$ cat src/hdl/rpfb_pkg.sv
package rpfb_pkg;

  localparam int DEF_DISPLAY_WIDTH  = 128;
  localparam int DEF_DISPLAY_HEIGHT = 64;
  localparam int DEF_LEFT_MARGIN    = 0;
  localparam int DEF_RIGHT_LIMIT    = 128;

  localparam int QUEUE_DEPTH = 2;

  typedef enum logic [2:0] {
    OP_SET_PIXEL   = 3'd0,
    OP_CLEAR_PIXEL = 3'd1,
    OP_HSPAN       = 3'd2,
    OP_VSPAN       = 3'd3,
    OP_TOP_BAR     = 3'd4,
    OP_CLEAR_ALL   = 3'd5,
    OP_READ_BYTE   = 3'd6
  } op_t;

  typedef enum logic [1:0] {
    K_DRAW,
    K_CLEAR,
    K_READ
  } cmd_kind_t;

  // drawing commands are rectangles of logical points, inner loop over y
  typedef struct packed {
    cmd_kind_t   kind;
    logic        clr;
    logic [15:0] x_lo;
    logic [15:0] x_hi;
    logic [15:0] y_lo;
    logic [15:0] y_hi;
    logic [15:0] rd_addr;
    logic        rd_ok;
  } cmd_t;

  typedef struct packed {
    logic        hit;
    logic [15:0] idx;
    logic [7:0]  mask;
  } loc_t;

  typedef enum logic [2:0] {
    ST_INIT,
    ST_IDLE,
    ST_CLEAR,
    ST_SCAN,
    ST_WRITE,
    ST_READ,
    ST_RESULT
  } state_t;

  // rotate, shift by margin, clip, and find byte index and bit mask
  function automatic loc_t locate(input logic [15:0] x, input logic [15:0] y,
                                  input int w, input int h, input int lm, input int rl);
    logic [15:0] row;
    logic [15:0] col;
    logic [15:0] lx;
    logic [31:0] pos;
    loc_t        r;
    row    = 16'(h - 1) - x;
    col    = 16'(w - 1) - y;
    lx     = col + 16'(lm);
    r.hit  = ({16'd0, lx} < 32'(w)) && ({16'd0, lx} < 32'(rl)) && ({16'd0, row} < 32'(h));
    pos    = {19'd0, row[15:3]} * 32'(w) + {16'd0, lx};
    r.idx  = pos[15:0];
    r.mask = 8'd1 << row[2:0];
    return r;
  endfunction

endpackage

$ cat src/hdl/rpfb_queue.sv
module rpfb_queue (
  input  logic           clk,
  input  logic           rst,
  input  logic           push,
  input  rpfb_pkg::cmd_t push_cmd,
  output logic           not_full,
  input  logic           pop,
  output rpfb_pkg::cmd_t head,
  output logic           not_empty
);
  import rpfb_pkg::*;

  localparam int PTR_W = (QUEUE_DEPTH > 1) ? $clog2(QUEUE_DEPTH) : 1;
  localparam int CNT_W = $clog2(QUEUE_DEPTH + 1);

  cmd_t             slots [QUEUE_DEPTH];
  logic [PTR_W-1:0] wr_ptr;
  logic [PTR_W-1:0] rd_ptr;
  logic [CNT_W-1:0] count;

  assign not_full  = count != CNT_W'(QUEUE_DEPTH);
  assign not_empty = count != '0;
  assign head      = slots[rd_ptr];

  always_ff @(posedge clk) begin
    if (push) begin
      slots[wr_ptr] <= push_cmd;
    end
  end

  always_ff @(posedge clk) begin
    if (rst) begin
      wr_ptr <= '0;
      rd_ptr <= '0;
      count  <= '0;
    end else begin
      if (push) begin
        wr_ptr <= (wr_ptr == PTR_W'(QUEUE_DEPTH - 1)) ? '0 : wr_ptr + 1'b1;
      end
      if (pop) begin
        rd_ptr <= (rd_ptr == PTR_W'(QUEUE_DEPTH - 1)) ? '0 : rd_ptr + 1'b1;
      end
      case ({push, pop})
        2'b10:   count <= count + 1'b1;
        2'b01:   count <= count - 1'b1;
        default: count <= count;
      endcase
    end
  end

endmodule

$ cat config.mk
export PLATFORM = sky130hd
export DESIGN_NAME = rpfb_queue
export DESIGN_NICKNAME = d
export VERILOG_FILES = /design/src/hdl/rpfb_pkg.sv /design/src/hdl/rpfb_queue.sv
export SDC_FILE = /design/constraint.sdc
export NUM_CORES = 1
export LEC_CHECK = 0
export BUFFER_PORTS_ARGS = -buffer_cell sky130_fd_sc_hd__buf_2
export CORE_MARGIN = 10
export CORE_UTILIZATION = 32
export CTS_CLUSTER_SIZE = 30
export DETAILED_ROUTE_END_ITERATION = 6
export GPL_ROUTABILITY_DRIVEN = 1
export HOLD_SLACK_MARGIN = 0.1
export PLACE_DENSITY_LB_ADDON = 0.1
export SLEW_MARGIN = 10
export SYNTH_ARGS = -nofsm -noshare
export SYNTH_HDL_FRONTEND = slang
export SYNTH_SLANG_ARGS = --single-unit
$ cat constraint.sdc
create_clock -name clk -period 5.7 [get_ports clk]
set_input_delay 0 -clock clk [delete_from_list [all_inputs] [get_ports clk]]
set_output_delay 0 -clock clk [all_outputs]
set_load 0.02 [all_outputs]
# After elaboration in Yosys (flattened, before gate mapping)
# Memories as Yosys holds them, arrays and structs flattened. A register that Yosys moved wholly into a read port is not among the register bits.
# Index checks and enable logic that the tools add are counted.
[totals]
mem_count = 1
word_cells = 20
ramBits = 168
input_bits = 88
regBits = 4
[mem_list]
columns = ["memory", "words", "word_bits", "read_ports", "rd_clocked_by_memory_dff", "write_ports", "line", "text"]
rows = [
  ["slots", 2, 84, 1, 1, 1, "rpfb_queue.sv:16", "cmd_t slots [QUEUE_DEPTH];"],
]
[op_classes]
n_mux = 7
n_reduce_logical = 2
eq_ne = 3
n_addsub = 4
[ops]
columns = ["cell", "count"]
rows = [
  ["2-to-1 mux 1 bit", 6],
  ["one-hot mux 2 bit (2 select lines)", 1],
  ["nonzero test 2 bit", 2],
  ["adder 1 bit (second input constant)", 2],
  ["adder 2 x 1 -> 2 bit (second input constant)", 1],
  ["equality test 2 x 1 -> 1 bit (second input constant)", 1],
  ["equality test 2 bit (second input constant)", 1],
  ["!= test 2 bit (second input constant)", 1],
  ["subtractor 2 x 1 -> 2 bit (second input constant)", 1],
]

# Longest topological paths before layout
[depth]
word_depth = 4
ltp_mapped = 5
depth_no_buf = 5

# Worst setup path before layout
# Ideal clock, no wire load.
[synth_timing]
kind = "flip-flop to flip-flop"
from = "reg wr_ptr"
to = "mem slots[0][0] (netlist name) (enable)"
arrival_ps = 3830
required_ps = 5171
path_slack_ps = 1341
period_less_slack_ps = 4359
n_path_buf = 0
setup_ps = 529
stages_incl_launch_ff = 2
path_cell_list = "dfxtp_1 > nor2_1"
[synth_rtl]
columns = ["element", "line", "text"]
rows = [
  ["start: declaration", "rpfb_queue.sv:17", "logic [PTR_W-1:0] wr_ptr;"],
  ["start signal: assignment", "rpfb_queue.sv:38", "wr_ptr <= (wr_ptr == PTR_W'(QUEUE_DEPTH - 1)) ? '0 : wr_ptr + 1'b1;"],
  ["end: declaration", "rpfb_queue.sv:16", ""],
]
# No word-level cell before the write port.

==> impl_metrics.tcl <==
set metrics [dict create \
    antenna_found_initial 0 \
    synth_top_family_by_area "multiplexers" \
    final_nets 646 \
    die_area_mm2 0.0255 \
    nFillCells 1708 \
    crit_path_max_incr_delay_ns 0.73 \
    final.setup.worst_slack_ns 3.29 \
    synth.most_common_cell "edfxtp_1" \
    grt_setup_unrepaired "false" \
    clk_path_buf_depth 2 \
    finalHoldViolations 0 \
    outcome "completed" \
    routed_wl_um 13600 \
    grt_use_total_pct 10.7 \
    startpoint_type "register" \
    skew_ns 0.00917 \
    dp_hpwl_um 8860 \
    design.core.area_mm2 0.0193 \
    grt_pass1_wl_um 21300 \
    final.setup.tns_ns 0 \
    h-tree-depth 4 \
    syn2layout_area_growth_pct 41.7 \
    slew_violations 0 \
    cp-end-kind "output port" \
    max_clock_freq_ghz 0.416 \
    synth_top_area_share_pct 80.6 \
    ctsResizeCount 0 \
    crit_slowest_cell "buf_4" \
    path_buf_inv 2 \
    stdcell_area_mm2 0.00887 \
    finalCritPeriodShare_pct 42.2 \
    synth_seq_area_share_pct 82.2 \
    yosys.area_share.simple_pct 0.700 \
    cts_buffers 17 \
    total_power_w 0.00297 \
    finalSetupViolCount 0 \
    grt_pass1_vias 3975 \
    worstPathCellList "buf_4 -> mux2_1 -> buf_2" \
    io_buffers 173 \
    diodes 0 \
    synth_ff_type "edfxtp_1" \
    dr.pass1.iters 4 \
    synth-async-reset-ratio_pct 0 \
    ctsHoldBuffers 88 \
    yosysWarnings 0 \
    grt_max_degree 55 \
    period_minus_slack_ns 2.41 \
    whs_ns 0.296 \
    cts_sinks 173 \
    synth_compound_area_share_pct 0.160 \
    worstHoldPathType "input port to register" \
    drc 0 \
    reg2reg_slack_ns 3.38 \
    critPathArrivalTime_ns 2.41 \
    yosysUniqueCellTypes 16 \
    power.density_mw_per_mm2 335 \
    critPathKind "register to output port" \
    row_count 51 \
    start_util_pct 32.4 \
    avgViaCountPerCell 4.17 \
    peakVddDrop_mv 0.200 \
    relSlewSlack_pct 31.9 \
    yosys.area_share.adder_pct 0.200 \
    clk_root_buffer_cell "clkbuf_16" \
    syn-instance-count 283 \
    synth.area.top_cells "edfxtp_1 81%, mux2_1 15%, dfxtp_1 1.6%, buf_4 0.72%, xnor2_1 0.42%" \
    die_x_um 160 \
    place_worst_setup_slack_ns 3.29 \
    worst_skew_pair.late_latency_ns 0.42 \
    synth_nets 372 \
    mappedNetlistArea_mm2 0.00626 \
    path_delay_family "buffers and inverters" \
    yosys-mux-area-fraction_pct 15.1 \
    ios 174 \
    placed_area_mm2 0.00743 \
    power.leakage_nw 3.33 \
    yosysTopAreaCell "edfxtp_1" \
    synth_area_per_cell_um2 22.1 \
    crit_required_ns 5.70 \
    synth_xor_area_share_pct 0.560 \
    cts_tree "yes" \
    drive_above_1_share_pct 36.8 \
    num_vias 3486 \
    gp_congestion 0.680 \
    wl_per_cell_um 16.3 \
    drtAntennaViolNets 0 \
    ys_seq_elements 173 \
    dieHeight_um 160 \
    maxCapViolCount 0 \
    critPathMaxFanout 54 \
    clk_pin_slew_worst_paths_ns 0.07 \
    post_cts_buffers 0 \
    tightest_slew_ns 1.02 \
    first_iter_violations 139 \
    synthTopCellsByCount "168 x edfxtp_1, 84 x mux2_1, 6 x buf_4" \
    synth_edf_count 168 \
    grt-ovfl-total 0 \
]
-- cell type report --
class	count	area, um2	share of cell area (%)
timing repair buffer	264	1770	20.0
tap	265	332	3.74
multi-input combinational	100	1060	11.9
clock buffer	17	425	4.80
clock inverter	15	130	1.47
sequential	173	5150	58.1
inverter	1	3.75	0.0423
-- state kept, by name (all words and copies together), names as in the netlist, named ones only --
signal / cells
slots: 168
rd_ptr: 1
count: 2
wr_ptr: 1
-- layer usage --
metal  GRT usage (%)  vias up  part of all wire, %
li1                -     1664                    -
met1            12.7     1689                   45
met2            16.8      122                   47
met3            4.60       11                  7.5
met4            4.13        0                  1.2
met5               0        -                    0
-- logic make-up after synthesis --
group | count (synthesis)
muxes | 84
xor gates and xnor gates | 4
AOI/OAI and AO/OA | 2
buffers and inverters | 10
and+or+nand+nor | 9
DFF | 173
adders and majority gates | 1
-- placed cells by master, fill, tap and decap left out, drive strengths merged --
cell type,count
o21ai,1
a21oi,1
ha,1
mux2,84
edfxtp,168
nand2b,1
dfxtp,5
nor2,5
clkbuf,17
or2,1
and2,1
xnor2,3
clkinvlp,3
buf,176
dlygate4sd3,88
xor2,1
or3,1
clkinv,5
inv,8
-- worst paths after layout --
path | startpoint | endpoint | cells past startpoint
worst max-delay path | register | head[34] | 3
worst max register to register | wr_ptr | slots[0][45] | 2
worst min register to register | count[1] | count[1] | 2
worst min-delay path | push_cmd[1] | slots[1][1] | 2
-- per-stage QoR --
stage	cells	util, %
2_1_floorplan	283	-
3_3_place_gp	715	38.4
3_5_place_dp	715	38.4
4_1_cts	835	45.9
5_1_grt	835	45.9
6_report	835	45.9
-- where the power goes --
| part | internal, W | switching (W) | total [W] |
|---|---|---|---|
| Sequential | 0.00148 | 0.0000248 | 0.00151 |
| Clock | 0.000573 | 0.000508 | 0.00108 |
| Combinational | 0.000160 | 0.000221 | 0.000381 |
| Total | 0.00222 | 0.000754 | 0.00297 |
No activity file was read; power rests on OpenSTA's default activity.
