$ cat src/hdl/rpfb_pkg.sv
package rpfb_pkg;

  localparam int DEF_DISPLAY_WIDTH  = 128;
  localparam int DEF_DISPLAY_HEIGHT = 64;
  localparam int DEF_LEFT_MARGIN    = 0;
  localparam int DEF_RIGHT_LIMIT    = 128;

  localparam int QUEUE_DEPTH = 2;

  typedef enum logic [2:0] {
    OP_SET_PIXEL   = 3'd0,
    OP_CLEAR_PIXEL = 3'd1,
    OP_HSPAN       = 3'd2,
    OP_VSPAN       = 3'd3,
    OP_TOP_BAR     = 3'd4,
    OP_CLEAR_ALL   = 3'd5,
    OP_READ_BYTE   = 3'd6
  } op_t;

  typedef enum logic [1:0] {
    K_DRAW,
    K_CLEAR,
    K_READ
  } cmd_kind_t;

  // drawing commands are rectangles of logical points, inner loop over y
  typedef struct packed {
    cmd_kind_t   kind;
    logic        clr;
    logic [15:0] x_lo;
    logic [15:0] x_hi;
    logic [15:0] y_lo;
    logic [15:0] y_hi;
    logic [15:0] rd_addr;
    logic        rd_ok;
  } cmd_t;

  typedef struct packed {
    logic        hit;
    logic [15:0] idx;
    logic [7:0]  mask;
  } loc_t;

  typedef enum logic [2:0] {
    ST_INIT,
    ST_IDLE,
    ST_CLEAR,
    ST_SCAN,
    ST_WRITE,
    ST_READ,
    ST_RESULT
  } state_t;

  // rotate, shift by margin, clip, and find byte index and bit mask
  function automatic loc_t locate(input logic [15:0] x, input logic [15:0] y,
                                  input int w, input int h, input int lm, input int rl);
    logic [15:0] row;
    logic [15:0] col;
    logic [15:0] lx;
    logic [31:0] pos;
    loc_t        r;
    row    = 16'(h - 1) - x;
    col    = 16'(w - 1) - y;
    lx     = col + 16'(lm);
    r.hit  = ({16'd0, lx} < 32'(w)) && ({16'd0, lx} < 32'(rl)) && ({16'd0, row} < 32'(h));
    pos    = {19'd0, row[15:3]} * 32'(w) + {16'd0, lx};
    r.idx  = pos[15:0];
    r.mask = 8'd1 << row[2:0];
    return r;
  endfunction

endpackage

$ cat src/hdl/rpfb_front.sv
module rpfb_front #(
  parameter int DISPLAY_WIDTH  = rpfb_pkg::DEF_DISPLAY_WIDTH,
  parameter int DISPLAY_HEIGHT = rpfb_pkg::DEF_DISPLAY_HEIGHT,
  parameter int LEFT_MARGIN    = rpfb_pkg::DEF_LEFT_MARGIN,
  parameter int RIGHT_LIMIT    = rpfb_pkg::DEF_RIGHT_LIMIT
) (
  input  logic           in_valid,
  output logic           in_ready,
  input  logic [2:0]     operation,
  input  logic [15:0]    pos_x,
  input  logic [15:0]    pos_y,
  input  logic [15:0]    x_end,
  input  logic [15:0]    y_end,
  input  logic [7:0]     bar_height,
  input  logic [9:0]     read_index,
  input  logic           q_ready,
  input  logic           init_busy,
  output logic           push,
  output rpfb_pkg::cmd_t cmd
);
  import rpfb_pkg::*;

  localparam int VIS_COLS    = (RIGHT_LIMIT < DISPLAY_WIDTH) ? RIGHT_LIMIT : DISPLAY_WIDTH;
  localparam int BAR_COLS    = (RIGHT_LIMIT < DISPLAY_HEIGHT) ? RIGHT_LIMIT : DISPLAY_HEIGHT;
  localparam int STORE_BYTES = ((DISPLAY_HEIGHT + 7) / 8) * DISPLAY_WIDTH;

  localparam logic [15:0] H_LAST   = 16'(DISPLAY_HEIGHT - 1);
  localparam logic [15:0] VY_LO    = 16'(LEFT_MARGIN + DISPLAY_WIDTH - VIS_COLS);
  localparam logic [15:0] VY_HI    = 16'(LEFT_MARGIN + DISPLAY_WIDTH - 1);
  localparam logic [15:0] BAR_X_HI = 16'(BAR_COLS - 1);

  logic [15:0] hx_hi;
  logic [15:0] vy_lo;
  logic [15:0] vy_hi;
  logic        drop;

  always_comb begin
    hx_hi = (x_end < H_LAST) ? x_end : H_LAST;
    vy_lo = (pos_y > VY_LO) ? pos_y : VY_LO;
    vy_hi = (y_end < VY_HI) ? y_end : VY_HI;

    cmd         = '0;
    cmd.kind    = K_DRAW;
    cmd.clr     = 1'b0;
    cmd.x_lo    = pos_x;
    cmd.x_hi    = pos_x;
    cmd.y_lo    = pos_y;
    cmd.y_hi    = pos_y;
    cmd.rd_addr = 16'(read_index);
    cmd.rd_ok   = 32'(read_index) < 32'(STORE_BYTES);
    drop        = 1'b0;

    unique case (op_t'(operation))
      OP_SET_PIXEL: begin
        cmd.clr = 1'b0;
      end
      OP_CLEAR_PIXEL: begin
        cmd.clr = 1'b1;
      end
      OP_HSPAN: begin
        cmd.x_hi = hx_hi;
        drop     = pos_x > hx_hi;
      end
      OP_VSPAN: begin
        cmd.y_lo = vy_lo;
        cmd.y_hi = vy_hi;
        drop     = vy_lo > vy_hi;
      end
      OP_TOP_BAR: begin
        cmd.x_lo = 16'd0;
        cmd.x_hi = BAR_X_HI;
        cmd.y_lo = 16'd0;
        cmd.y_hi = 16'(bar_height) - 16'd1;
        drop     = bar_height == 8'd0;
      end
      OP_CLEAR_ALL: begin
        cmd.kind = K_CLEAR;
      end
      OP_READ_BYTE: begin
        cmd.kind = K_READ;
      end
      default: begin
        drop = 1'b1;
      end
    endcase

    in_ready = q_ready && !init_busy;
    push     = in_valid && in_ready && !drop;
  end

endmodule

$ cat config.mk
export PLATFORM = sky130hd
export DESIGN_NAME = rpfb_front
export DESIGN_NICKNAME = d
export VERILOG_FILES = /design/src/hdl/rpfb_pkg.sv /design/src/hdl/rpfb_front.sv
export SDC_FILE = /design/constraint.sdc
export NUM_CORES = 1
export LEC_CHECK = 0
export BUFFER_PORTS_ARGS = -buffer_cell sky130_fd_sc_hd__buf_2
export CORE_UTILIZATION = 25
export DETAILED_ROUTE_END_ITERATION = 16
export SYNTH_ARGS = -nofsm -noshare
export SYNTH_HDL_FRONTEND = slang
export SYNTH_SLANG_ARGS = --single-unit
$ cat constraint.sdc
create_clock -name vclk -period 2.6
set_input_delay 0.39 -clock vclk [all_inputs]
set_output_delay 0.39 -clock vclk [all_outputs]
set_load 0.02 [all_outputs]
==> Word level (Yosys, flattened, before mapping) <==
Index checks and enable logic that the tools add are counted.
{ "totals": {"regBits": 0, "in_bits": 88, "out_inout_bits": 86, "word_cells": 29} }
{ "op_classes": {"n_addsub": 1, "n_lt_le_gt_ge": 5, "n_eq_ne": 6, "mux": 9, "reduce_logical": 8} }
{ "op_table": {"columns": ["operator", "count"], "rows": [
  ["$mux 16", 4],
  ["$pmux 32 s2", 1],
  ["$gt 16x16->1", 2],
  ["$pmux 16 s2", 1],
  ["$gt 16x1->1 const B", 1],
  ["$lt 16x6->1 const B", 1],
  ["$lt 16x7->1 const B", 1],
  ["$eq 3x3->1 const B", 3],
  ["$sub 8x1->9 const B", 1],
  ["$logic_not 8->1", 1],
  ["$eq 3x2->1 const B", 2],
  ["$pmux 1 s4", 1],
  ["$pmux 2 s2", 1],
  ["$reduce_or 4->1", 1],
  ["$eq 3x1->1 const B", 1],
  ["$logic_and 1x1->1", 3],
  ["$logic_not 3->1", 1],
  ["$logic_not 1->1", 2],
  ["$mux 1", 1]
]} }

==> Depth between registers and ports, before layout <==
{ "depth": {"ltp_word": 6, "mapped_depth": 12, "depth_no_buf": 12} }

==> Worst setup path before layout <==
No wires, ideal clock.
{ "synth_path": {"kind": "input to output", "start": "input y_end[11]", "end": "output push", "arrival_ps": 2583, "slack_ps": -373, "stages": 12, "cell_sequence": "nor4_1 nand2_1 nor4_2 o21ai_1 nor2_1 ha_1 nor2b_1 o211ai_1 a2111oi_0 a211oi_1 a21oi_1 nor4_2"} }
{ "synth_between": {"elab_chain_cells": 6} }
{ "synth_lines": {"columns": ["element", "line_no", "text"], "rows": [
  ["start, declared", "rpfb_front.sv:13", "input logic [15:0] y_end,"],
  ["$lt 16x7->1", "rpfb_front.sv:40", "vy_hi = (y_end < VY_HI) ? y_end : VY_HI;"],
  ["$mux 16 *", "rpfb_front.sv:40", null],
  ["$gt 16x16->1 *", "rpfb_front.sv:67", "drop = vy_lo > vy_hi;"],
  ["$pmux 1 s4 *", "rpfb_front.sv:53", "unique case (op_t'(operation))"],
  ["$logic_not 1->1 *", "rpfb_front.sv:88", "push = in_valid && in_ready && !drop;"],
  ["$logic_and 1x1->1 *", "rpfb_front.sv:88", null],
  ["end, declared", "rpfb_front.sv:18", "output logic push,"]
]} }
Every way passes the cells marked *; elsewhere a longest branch is shown, timed or not.

==> Worst setup path after layout <==
Same ends and word-level chain as after synthesis.

==> out/qor.yml <==
worst_setup_path:
  start_kind: "primary input"
  path_max_fanout: 6
  required_ns: 2.21
  path_cells: "buf_2 > nor4_2 > nand2_1 > nor4_4 > o21ai_2 > nor2_2 > ha_1 > nor2b_1 > o211ai_1 > a2111oi_1 > a211oi_1 > a21oi_1 > nor4_4 > buf_4"
  crit_path_top_delay_cell: "ha_1"
  max_stage_delay_ns: 0.26
  arrival_ns: 2.70
  worstSetupPathType: "primary input to output port"
  worstSetupEndpointType: "output port"
  cpMostUsedCell: "nor4_4"
  startpoint: "y_end[11]"
placed_design:
  place_congestion: 0.792
  placed_area_sq_um: 2580
  numPortBuffers: 147
  dp_hpwl_um: 4770
yosys:
  avgSynthCellArea_sq_um: 6.71
  synth_common_cells: "ha_1 (33), and2_1 (31), nor2_1 (27)"
  synth_cell_type_count: 39
  synth_top_area_share_pct: 23.8
  synth_seq_area_share_pct: 0
  synth_xor_area_share_pct: 2.52
  syn-instance-count: 259
  synth_area_sq_um: 1740
  synthAdderAreaFrac_pct: 23.8
  synth_area_leaders: "ha_1 (24%), and2_1 (11%), buf_4 (7.8%), a21oi_1 (6.3%), nor2_1 (5.8%)"
  yosysMostFrequentCell: "ha_1"
  synth_largest_area_cell: "ha_1"
  synth_top_family_by_area: "simple AND/OR/NAND/NOR gates"
  synth-simple-area-share_pct: 38.9
  ys_warn_count: 0
  synth_mux_area_share_pct: 0
  synth_compound_gate_area_share_pct: 20.7
route:
  wl_um: 5430
  final_antenna_net_count: 0
  vias: 2210
  drc_errors: 0
  first_iter_violations: 57
  dr.pass1.iters: 6
  viasPerCell: 4.50
  wl_per_cell_um: 11.1
floorplan:
  fp.coreArea_sq_um: 6760
  rows: 30
  start_util_pct: 25.7
  dieHeight_um: 85.3
  boundaryPins: 174
  dieArea_sq_um: 7280
  die_w_um: 85.3
final_layout:
  fillers: 712
  seq_cells: 0
  layout-drive-gt1-share_pct: 43.3
  fin_util_pct: 38.9
  num_antenna_cells: 0
  final_nets: 534
  ff_latch_area_sq_um: 0
  fin_area_sq_um: 2630
  clkbuf_count: 0
  syn_to_final_growth_pct: 51.4
global_route:
  grt_max_degree: 17
  grt_use_total_pct: 13.6
  antenna_found_initial: 0
  grt_pass1_vias: 1944
  grt_pass1_wl_um: 8430
  overflow: 0
power:
  peakVddDrop_mv: 0.0545
  p_leak_nw: 1.50
  pwr_density_cell_nw_per_um2: 170
sta:
  slew_violations: 0
  rsz0062_at_grt: "true"
  hold_viol: 0
  fin_crit_ns: 3.09
  hold_slack_ns: 0.780
  fin_ws_ns: -0.493
  timing.fmax_mhz: 323
  setup_viol: 1
  period_share_pct: 119
outcome:
  outcome: "finished with violations"
  violations: "negative setup slack"
clock_tree:
  cts_hold_buf: 0
hold_path:
  worst_hold_path_type: "primary input to output port"
  hp-start: "read_index[6]"
run:
  drv_cap: 0
## layer usage
layer	track usage, %	vias to the layer above	routed length [um]
met5	0	-	0
met2	26.2	77	2560
met1	17.3	959	2530
met4	0.152	0	0
li1	-	1174	-
met3	1.17	0	339
## cell families (layout without fill, tap and decap cells)
group / count (synthesis) / after routing
other: 2 / 26
XOR/XNOR: 5 / 5
AND/OR/NAND/NOR: 117 / 117
buffers and inverters: 44 / 172
adder cells (fa/ha/maj): 33 / 33
AO/OA/AOI/OAI: 58 / 58
## where the power goes
part / total, mW / internal (mW) / switching (mW)
Clock: 0 / 0 / 0
Sequential: 0 / 0 / 0
Combinational: 0.447 / 0.184 / 0.263
Total: 0.447 / 0.184 / 0.263
## cell usage in the layout, fill, tap and decap left out, drive strengths merged
master   instances
a221o            1
a2111oi          1
or2              1
or3              2
nor2            29
or4              1
a21oi           22
o221ai           1
xnor2            3
o21ai           10
a211oi           2
ha              33
o211ai           2
o21bai           2
conb            26
nand3            8
nand2b           2
nand2           11
and2            31
xor2             2
nor3b            2
nor4             7
a21o            12
o31ai            1
nand4            9
a22oi            4
and3b            1
nor2b           13
buf            167
inv              5
## through the flow
| stage | worst slack, ns | power [mW] | cells | TNS [ns] |
|---|---|---|---|---|
| floorplan | -0.188 | 0.301 | 283 | -0.188 |
| global placement | -0.478 | 0.441 | 488 | -0.478 |
| detailed placement | -0.600 | 0.446 | 488 | -0.600 |
| CTS | -0.460 | 0.450 | 491 | -0.460 |
| global route | -0.684 | 0.492 | 491 | -0.684 |
| finish | -0.493 | 0.447 | 491 | -0.493 |
## worst paths after layout
kind / to / slack, ns / cells past startpoint
hold / removal: cmd[7] / 0.78 / 0
setup / recovery: push / -0.49 / 14
## worst max-delay path, delay by kind of cell
kind,cells,cell delay [ns]
AND/OR/NAND/NOR,6,0.96
buffers and inverters,2,0.28
adder cells (fa/ha/maj),1,0.26
AO/OA/AOI/OAI,5,0.80
## what timing repair did
action,4_1_cts,5_1_grt
endpoints found under the setup margin,1,1
gates resized for setup,5,0
setup buffers,3,0
pin swaps,2,0
## area by class of cell
cell class	count	area, sq um	area share [%]
timing repair buffer	167	888	33.8
tap	80	100	3.81
inverter	5	18.8	0.714
multi-input combinational	239	1620	61.7
Note: power is estimated with default switching activity, not from simulation.
